==> src/dwrm_mul_cell.sv <==
// one word-by-word partial product cell with output register
module dwrm_mul_cell #(
	parameter int WORD_BITS = 32
) (
	input  logic                   clk,
	input  logic [WORD_BITS-1:0]   x,
	input  logic [WORD_BITS-1:0]   y,
	output logic [2*WORD_BITS-1:0] p_q
);
	always_ff @(posedge clk) begin
		p_q <= {{WORD_BITS{1'b0}}, x} * {{WORD_BITS{1'b0}}, y};
	end
endmodule

==> config.mk <==
export PLATFORM = sky130hd
export DESIGN_NAME = dwrm_mul_cell
export DESIGN_NICKNAME = d
export VERILOG_FILES = /design/src/dwrm_mul_cell.sv
export SDC_FILE = /design/constraint.sdc
export NUM_CORES = 2
export LEC_CHECK = 0
export CORE_MARGIN = 2
export CORE_UTILIZATION = 40
export CTS_BUF_LIST = sky130_fd_sc_hd__clkbuf_8
export DETAILED_ROUTE_END_ITERATION = 12
export DONT_BUFFER_PORTS = 1
export PLACE_DENSITY_LB_ADDON = 0.05
export SYNTH_ARGS = -nofsm -noshare
export SYNTH_HDL_FRONTEND = slang
export SYNTH_SLANG_ARGS = --single-unit
==> constraint.sdc <==
create_clock -name clk -period 22.8 [get_ports clk]
set_input_delay 3.42 -clock clk [delete_from_list [all_inputs] [get_ports clk]]
set_output_delay 3.42 -clock clk [all_outputs]
set_load 0.03 [all_outputs]
Word level (Yosys, flattened, before mapping)
Index checks and enable logic that the tools add are counted.
Storage, ports and cells
  register bits after elaboration: 64
  word-level logic and storage cells: 2
Cells by class
  multipliers: 1
Operator list (number)
  multiplier 32 x 32 -> 64 bit: 1

Depth between registers and ports, before layout
  word-level depth: 1
  gate-level depth with buffers: 29
  gate-level depth less buffers: 27

Worst setup path after synthesis
No wires, ideal clock.
  path type: input -> register
  from: in x[25]
  to: reg p_q[62]
  path slack: 12.627 ns
  cell stages on the path: 25
  arrival time: 10.101 ns
  buffers on the path: 2
  data required time: 22.728 ns
  library setup time: 0.072 ns
  cells stage by stage: clkbuf_1 > nand2_1 > fa_1 > inv_1 > fa_1 > inv_1 > fa_1 > inv_1 > fa_1 > fa_1 > fa_1 > fa_1 > inv_1 > fa_1 > inv_1 > ha_1 > buf_2 > nand4_1 > or4_1 > or3_1 > a31oi_1 > a31o_2 > a211oi_1 > o21ai_1 > xor2_1
On the way
  word-level cells in the longest chain between the ends: 1
Ends and longest elaborated chain
  from (decl): line 6  | input logic [WORD_BITS-1:0] x,
  multiplier 32 x 32 -> 64 bit: line 11  | p_q <= {{WORD_BITS{1'b0}}, x} * {{WORD_BITS{1'b0}}, y};
  to (signal assigned): line 11
  to (decl): line 8  | output logic [2*WORD_BITS-1:0] p_q
Every way passes these cells.

Worst setup path after layout
  from: in x[26]
  to: reg p_q[62]
The elaborated chain is that of the path after synthesis.

==> impl_metrics.csv <==
group,metric,value,unit
run_status,outcome,"complete, no violations",
cts,cts_tree,"done",
setup_path,crit_chain,"and2_1, fa_1, fa_1, inv_1, fa_1, inv_1, fa_1, inv_1, fa_1, fa_1, fa_1, fa_1, inv_1, ha_1, nand4_1, or4_1, or3_1, a31oi_1, a31o_2, a211oi_1, o21ai_1, xor2_1",
sta,tns,0,ps
sta,max_freq,95.1,MHz
flow_run,max-cap-violations,0,
sta,maxSlewHeadroom,0.413,
cts,clkSinkCount,64,
synth,synth_warnings,0,
cells_and_area,drive_gt1_frac,0.00931,
setup_path,cp-start-kind,"input pin",
worst_hold_path,hold_path_class,"in2reg",
synth,synthArstFlopShare,0,
detailed_routing,routed_wl,112,mm
synth,ys_types,57,
cells_and_area,final_cell_mix,"fa_1, inv_1, and2_1",
synth,ys_seq_area_frac,0.0369,
floorplan,die_h,298,µm
synth,synthFlopType,"dfxtp_1",
placement,numPortBuffers,0,
detailed_routing,num_vias,24100,
global_routing,grt_pass1_vias,27800,
detailed_routing,drt_first_pass_iters,5,
sta,fin_crit_sh,0.461,
synth,synth_edf_count,0,
cts,post_cts.repair.setup_buffers,0,
floorplan,num_rows,107,
synth,post-synth-top-area-cell,"fa_1",
worst_hold_path,min_delay_worst_endpoint,"p_q[0]",
placement,dp_hpwl,84.1,mm
detailed_routing,first_iter_violations,1180,
detailed_routing,antenna_left,0,
global_routing,grtUsageTotal,0.261,
worst_hold_path,min_path_cells,1,
synth,synth_top_cell_area_share,0.517,
synth,ys_ff_latch,64,
cells_and_area,largest_register,"p_q",
cts,numCtsBuffers,9,
cts,htree_levels,3,
setup_path,critPathSlowestCell,"a31oi_1",
detailed_routing,drc,0,
sta,fin_crit,10520,ps
synth,synth_cells,3748,
setup_path,critPathBufInv,4,
cts,post_cts_resized,0,
cts,cts_hold_buf,0,
setup_path,cp.depth,22,
global_routing,grt_pass1_wl,174,mm
setup_path,cpPeakStageDelay,620,ps
setup_path,end_kind,"flip-flop",
setup_path,critPathArrivalTime,10840,ps
sta,setup_viol,0,
floorplan,dieArea,89100,µm²
cells_and_area,fillers,8514,
setup_path,cpLargestDelayFamily,"adder cells",
sta,max_slew.worst_pin.slew,875,ps
cts,clkTransAtPathRegs,80,ps
global_routing,antenna_found_initial,4,
sta,holdWs,3170,ps
worst_hold_path,min_from,"y[0]",
synth,synthesis.area,34700,µm²
floorplan,ios,129,
detailed_routing,vias_per_cell,5.15,
setup_path,cp.required,23120,ps
synth,avgSynthCellArea,9.25,µm²
cells_and_area,reg_top3,"p_q (64)",
global_routing,grt_max_degree,33,
detailed_routing,wl_per_cell,24.0,µm
synth,synth_top_cells_by_area,"fa_1, and2_1, ha_1",
cells_and_area,largest_reg_flops,64,
sta,drv_slew,0,
setup_path,crit_top_cell,"fa_1",
sta,rsz0062_at_grt,"false",
setup_path,crit_type,"in2reg",
setup_path,cp_max_fo,32,
placement,place_congestion,0.901,
cells_and_area,area_growth_syn_to_layout,2.41,%
floorplan,core-area,85500,µm²
cells_and_area,final_common_cell,"fa_1",
synth,synth_fp_nets,4972,
cts,clk_path_buf_depth,2,
cts,cts_root_buf,"clkbuf_8",
global_routing,grt_overflow_total,0,
floorplan,start_util,0.405,
cells_and_area,layout.nets,4763,
floorplan,die_x,298,µm
sta,final-hold-violation-count,0,
## kinds of logic (layout without fill, tap and decap cells)
group,Yosys count,after routing,share of synthesized area
flip-flops,64,64,0.0369
buffers and inverters,1085,881,0.118
multiplexers,1,1,0.000289
other,0,5,0
XOR/XNOR,60,60,0.0152
adder cells (fa/ha/maj),1159,1159,0.612
AO/OA/AOI/OAI,202,202,0.0415
AND/OR/NAND/NOR,1177,1177,0.176
## Yosys cell counts, types with 3 or more instances
cell,count
a211oi_1,3
inv_1,865
a21boi_1,3
or2_2,3
a21oi_1,63
xor2_1,25
ha_1,263
and2_1,602
o21a_1,9
or3_1,3
and4_1,3
o221ai_1,3
xnor2_1,35
nand3_1,10
o21bai_1,10
a221oi_4,3
nor3_1,7
o21ai_1,5
nand2_1,480
a21o_1,40
fa_1,896
o21ai_0,21
a221o_1,4
nand4_1,23
or4_1,3
and3_1,14
o31ai_4,3
nor2_1,20
buf_2,6
a21oi_2,3
a31oi_1,12
clkbuf_1,213
dfxtp_1,64
## layout make-up
cell class	count	area (µm²)	area share
diodes	5	12.5	0.000352
clock buffers	9	124	0.00349
clock inverters	7	103	0.00289
inverters	865	3250	0.0914
multi-input cells	2599	29300	0.825
flip-flops and latches	64	1280	0.0361
well taps	1144	1430	0.0403
## worst max path at each step
stage               startpoint  slack (ps)       to
finish                   x[26]       12280  p_q[62]
global route             x[26]       12110  p_q[62]
CTS                      x[26]       12410  p_q[62]
detailed placement       x[26]       12000  p_q[62]
global placement         x[26]       12070  p_q[62]
floorplan                x[25]       12630  p_q[62]
## metrics by stage
stage | setup slack, ps | cell area (µm²) | utilization | instances
global placement | 12070 | 35300 | 0.412 | 4672
finish | 12280 | 35500 | 0.415 | 4693
CTS | 12410 | 35500 | 0.415 | 4688
detailed placement | 12000 | 35300 | 0.412 | 4672
floorplan | 12630 | 34700 | - | 3748
global route | 12110 | 35500 | 0.415 | 4688
## metal layers
metal | wire (µm) | vias up | GRT usage
met5 | 0 | - | 0
met4 | 3560 | 0 | 0.0731
met3 | 5280 | 150 | 0.0348
met2 | 58400 | 624 | 0.468
met1 | 45200 | 13000 | 0.328
li1 | - | 10400 | -
Power is not shown: default switching activity piles up to over one toggle a cycle in this logic, so the estimate is an artifact.
