`src/dwrm_pkg.sv`:
```
// shared types and mode codes for the rounded multiplier
package dwrm_pkg;
	localparam logic [1:0] MODE_FULL = 2'd0;
	localparam logic [1:0] MODE_HI   = 2'd1;
	localparam logic [1:0] MODE_HH   = 2'd2;
	localparam logic [1:0] MODE_AB32 = 2'd3;
	typedef logic [1:0] mode_t;
endpackage

```
`src/dwrm_sum_cell.sv`:
```
// summation stage cell: per-mode middle sum (rounded except in full mode) and high-part sum
module dwrm_sum_cell #(
	parameter int WORD_BITS = 32
) (
	input  logic                   clk,
	input  dwrm_pkg::mode_t        mode,
	input  logic [2*WORD_BITS-1:0] pll,
	input  logic [2*WORD_BITS-1:0] pab,
	input  logic [2*WORD_BITS-1:0] pba,
	input  logic [2*WORD_BITS-1:0] phh,
	output dwrm_pkg::mode_t        mode_q,
	output logic [2*WORD_BITS-1:0] lo_q,
	output logic [2*WORD_BITS-1:0] hi_q
);
	import dwrm_pkg::*;
	localparam int W = WORD_BITS;
	logic [2*W-1:0] mid;
	logic [2*W-1:0] zl;
	assign zl = {2*W{1'b0}};
	always_comb begin
		mid = zl;
		unique case (mode)
			MODE_FULL: mid = pll;
			MODE_HI: mid = {zl[W-1:0], pll[2*W-1:W]} + {zl[2*W-1:1], pll[W-1]};
			MODE_HH: mid = {zl[W-1:0], pab[W-1:0]} + {zl[W-1:0], pba[W-1:0]}
				+ {zl[W-1:0], pll[2*W-1:W]} + {zl[2*W-1:1], pll[W-1]};
			MODE_AB32: mid = {zl[W-1:0], pll[2*W-1:W]} + {zl[2*W-1:1], pll[W-1]};
			default: mid = zl;
		endcase
	end
	always_ff @(posedge clk) begin
		mode_q <= mode;
		lo_q   <= mid;
		unique case (mode)
			MODE_HH: hi_q <= phh + {zl[W-1:0], pab[2*W-1:W]}
				+ {zl[W-1:0], pba[2*W-1:W]};
			MODE_AB32: hi_q <= pab;
			default: hi_q <= zl;
		endcase
	end
endmodule

```
`config.mk`:
```
export PLATFORM = sky130hd
export DESIGN_NAME = dwrm_sum_cell
export DESIGN_NICKNAME = d
export VERILOG_FILES = /design/src/dwrm_pkg.sv /design/src/dwrm_sum_cell.sv
export SDC_FILE = /design/constraint.sdc
export NUM_CORES = 1
export LEC_CHECK = 0
export BUFFER_PORTS_ARGS = -buffer_cell sky130_fd_sc_hd__buf_2
export CAP_MARGIN = 20
export CORE_AREA = 2 2 152 154
export DETAILED_ROUTE_END_ITERATION = 8
export DIE_AREA = 0 0 154 156
export PLACE_DENSITY = 0.77
export SYNTH_ARGS = -nofsm -noshare
export SYNTH_HDL_FRONTEND = slang
export SYNTH_SLANG_ARGS = --single-unit
```
`constraint.sdc`:
```
create_clock -name clk -period 3.6 [get_ports clk]
set_input_delay 0.18 -clock clk [delete_from_list [all_inputs] [get_ports clk]]
set_output_delay 0.18 -clock clk [all_outputs]
set_load 0.005 [all_outputs]
```
# == Word level (Yosys, flattened, before mapping) ==
# Index checks and enable logic that the tools add are counted.
# totals
register_bits,130
output_inout_bits,130
word_cells,16
input_bits,259
# classes
n_reduce_logical,2
mux,2
add_sub_neg,6
n_eq_ne,3
# op_table
cell,count
$pmux W64 S3,1
$add A64 B32 Y64,2
$pmux W64 S2,1
$add A34 B1 Y35,1
$add A33 B32 Y34,1
$add A32 B1 Y33,1
$add A32 B32 Y33,1
$eq A2 B2 Y1 const B,2
$eq A2 B1 Y1 const B,1
$logic_not A2 Y1,1
$reduce_or A2 Y1,1

# == Logic depth before layout (Yosys ltp) ==
# logic_depth
ltp_word,4
ltp_mapped,13
depth_no_buf,11

# == Worst setup path after synthesis ==
# No wires, ideal clock.
# synth_timing
path_kind,input to register
from,input port pab[33]
to,register hi_q[57]
stages,13
slack_ns,0.342
setup_time_ns,0.079
n_path_buf,2
t_arrival_ns,3.179
cell_sequence,fa_1 -> ha_1 -> fa_1 -> a211oi_2 -> nor2_1 -> o311ai_2 -> a31oi_4 -> a31o_4 -> and3_4 -> buf_6 -> buf_6 -> o2111a_1 -> a211oi_2
# synth_between
elab_chain_cells,3
# synth_rtl
element,line_no,text
"start, declared",dwrm_sum_cell.sv:8,"input logic [2*WORD_BITS-1:0] pab,"
$add A64 B32 Y64,dwrm_sum_cell.sv:35,"MODE_HH: hi_q <= phh + {zl[W-1:0], pab[2*W-1:W]}"
$add A64 B32 Y64,dwrm_sum_cell.sv:36,"+ {zl[W-1:0], pba[2*W-1:W]};"
$pmux W64 S2,dwrm_sum_cell.sv:34,unique case (mode)
"end signal, assigned",dwrm_sum_cell.sv:35,
"end signal, assigned",dwrm_sum_cell.sv:37,MODE_AB32: hi_q <= pab;
"end signal, assigned",dwrm_sum_cell.sv:38,default: hi_q <= zl;
"end, declared",dwrm_sum_cell.sv:13,output logic [2*WORD_BITS-1:0] hi_q
# No other way between the ends.

# == Final worst setup path ==
# layout_timing
from,input port pab[48]
to,register hi_q[34]
# The elaborated chain is that of the path after synthesis.

==> impl_results.md <==
- Top post-synthesis cells by area: dfxtp_1 24%, fa_1 12%, ha_1 7.8%, nand2_1 4.1%, a21oi_1 3.7%
- Seq pwr share: 0.270
- Power per Cell Area: 451 nW/um^2
- Startpoint types: input pin
- Setup violators final: 0
- Vias: 11100
- Max_slew headroom: 0.431
- Share of the synthesized area in the top cell type: 0.245
- Number of synthesized register bits: 130
- Filler instances: 1997
- Arrival @ worst endpoint: 3.72 ns
- Cell variety after synth: 78
- GPL Wtd Cong: 0.896
- CP Max Fanout: 25
- DRC: 0
- Num CTS Buffers: 17
- Final worst slack: 0.212 ns
- Syn Area/Cell: 8.60 um^2
- Dpl ws: -0.148 ns
- Slew @ Worst Pin: 0.851 ns
- Clock power frac: 0.309
- CP required: 3.94 ns
- Leak pwr: 6.29 nW
- CP cell instances: buf_2, fa_1, ha_1, and3_1, nand2_1, or3_4, o21ai_4, a41oi_4, nor4b_1, a211o_1
- Yosys Warn Count: 0
- Critical path endpoint: hi_q[34]
- MaxCap Viol Count: 0
- Final hold violations: 0
- Die extent in x: 154 um
- CTS tree: built
- Post-synth EDFFs: 0
- Sw frac: 0.378
- Post-synth ARST share: 0
- Grt ovf: 0
- Initial Util: 0.475
- CTS Buffer Depth: 2
- Period minus WS final: 3.39 ns
- NetSw: 2.30 mW
- Cell count along the critical path: 10
- Crit path max-delay family: simple AND/OR/NAND/NOR gates
- Worst path max stage delay: 0.75 ns
- Synthesis-to-layout area growth: 26.8%
- Share of cells above drive strength 1: 0.283
- WL final: 39000 um
- H-tree Lvls: 4
- DR WL/cell: 20.5 um
- F_max: 295 MHz
- Total track usage: 0.318
- Sequential share of the synthesized area: 0.245
- DR iter-0 viols: 743
- Top post-synthesis cells by count: 130 x dfxtp_1, 116 x nand2_1, 78 x a21oi_1, 78 x nor2_1, 77 x o21ai_0
- Most common cell in the synthesized netlist: dfxtp_1
- Crit. Startpoint: pab[48]
- Internal power: 3.78 mW
- Clock-pin transition on the worst setup and hold timing paths: 0.07 ns
- Critical path endpoint category: flip-flop
- Vias/cell: 5.85
- Largest net degree at the start of global routing: 62
- CTS root buf: clkbuf_16
- DP Wirelength: 31600 um
- Top Ports: 389
- Antenna-violating nets left: 0
- Crit Path Class: in2reg
- Unrepaired setup endpoints after global routing: no
- Vias in the first global route: 10700
- First-pass GRT wire length: 58900 um
- Syn_nets: 1627
- Die height: 156 um
- Largest area contributor in the netlist: dfxtp_1
- VDD IR max: 0.251 mV
- Comb power frac: 0.421
- Row cnt: 55
- Mapped Area: 10600 um^2
- Main synth FF type: dfxtp_1
- Fin. max-slew vios: 0
- Multi-input combinational cell area: 7670 um^2
- Drt first pass iters: 5
- Setup TNS: 0 ns
- Cells after Synth: 1236
- Buffers on Ports: 388
- Slowest-stage cell, CP: nor4b_1
- DIE AREA: 24000 um^2
- Final Cycle Share: 0.941
- Outcome: completed
- Core Area: 22400 um^2
- Worst Hold Launch: pab[29]
- Reg area: 2600 um^2
- Worst min path class: in2reg
- Initial antenna violation count: 1
- Final #Nets: 1996
- Num Clock Sinks: 130
- Crit path buf inv count: 1
[metrics by stage]
| step | power, mW | cell area, um^2 | hold slack [ns] | instances | utilization |
|---|---|---|---|---|---|
| after floorplan | 3.27 | 10600 | 0.208 | 1236 | - |
| after global placement | 4.15 | 12800 | 0.417 | 1867 | 0.573 |
| after detailed placement | 4.18 | 12800 | 0.423 | 1867 | 0.573 |
| after CTS | 6.07 | 13500 | 0.00163 | 1902 | 0.602 |
| after global routing | 6.41 | 13500 | 0.0121 | 1903 | 0.603 |
| final | 6.08 | 13500 | 0.00853 | 1905 | 0.603 |
[layout by cell type, fill, tap and decap left out, types with 7 or more instances in the layout]
cell type / instances
buf_2: 386
dfxtp_1: 130
nand2_1: 116
a21oi_1: 78
o21ai_0: 77
nor2_1: 77
fa_1: 66
ha_1: 66
and2_1: 47
nand3_1: 46
xnor2_1: 40
a21o_1: 34
xor2_1: 34
a31oi_1: 26
and3_1: 24
inv_1: 23
buf_4: 22
a211oi_1: 21
o21ai_1: 20
nor2b_1: 19
nand4_1: 17
clkbuf_16: 17
nor3_1: 15
o21a_1: 14
mux2i_1: 13
a22oi_1: 11
o31ai_1: 10
o211ai_1: 9
or3_1: 9
nand2b_1: 8
o211a_1: 8
or4_1: 7
o21bai_1: 7
a211o_1: 7
o2111a_1: 7
[final cells by class]
| type | count | share of cell area |
|---|---|---|
| multi-input cells | 1020 | 0.569 |
| flip-flops and latches | 130 | 0.193 |
| repair buffers | 412 | 0.159 |
| clock buffers | 18 | 0.0326 |
| well taps | 285 | 0.0265 |
| clock inverters | 13 | 0.0129 |
| inverters | 24 | 0.00668 |
| diodes | 3 | 0.000557 |
[kinds of logic (layout without fill, tap and decap cells)]
family / Yosys count / count (layout) / share of synthesized area
buffers and inverters: 86 / 467 / 0.0334
multiplexers: 13 / 13 / 0.0122
adder cells (fa/ha/maj): 132 / 132 / 0.202
other: 0 / 3 / 0
AO/OA/AOI/OAI: 387 / 387 / 0.249
flip-flops: 130 / 130 / 0.245
AND/OR/NAND/NOR: 414 / 414 / 0.197
XOR/XNOR: 74 / 74 / 0.0610
[worst min-delay path: stages]
cell and delay [ns]:
buf_2 0.11, nand2_1 0.05, o21ai_1 0.06
[sequential cells by signal (all words and copies together) (netlist names)]
signal,cells
hi_q,64
mode_q,2
lo_q,64
[how the worst min path moves through the flow]
| stage | endpoint | cells after the start | slack [ns] |
|---|---|---|---|
| floorplan | mode_q[0] | 0 | 0.21 |
| global placement | hi_q[31] | 3 | 0.42 |
| detailed placement | lo_q[25] | 3 | 0.42 |
| CTS | lo_q[27] | 3 | 0.002 |
| global route | lo_q[27] | 3 | 0.01 |
| finish | hi_q[29] | 3 | 0.009 |
[layer usage]
layer  routed length, um  vias to the layer above  GRT usage  part of all wire
li1                    -                     5261          -                 -
met1               15400                     5206      0.390              0.40
met2               18800                      608      0.551              0.48
met3                3440                       73     0.0617             0.088
met4                1370                        0      0.126             0.035
met5                   0                        -          0                 0
[repair_timing]
action / in CTS / in global routing
gates resized for setup: 0 / 0
hold buffers: 4 / 0
buffers inserted: 0 / 0
endpoints found under the hold margin: 4 / 0
[power groups by stage]
stage	Sequential [mW]	Clock, mW	Combinational (mW)
floorplan	1.69	0	1.58
CTS	1.64	1.90	2.53
global placement	1.68	0	2.47
finish	1.64	1.88	2.56
global route	1.65	1.95	2.81
detailed placement	1.67	0	2.50
Power figures use the tool's default switching activity.
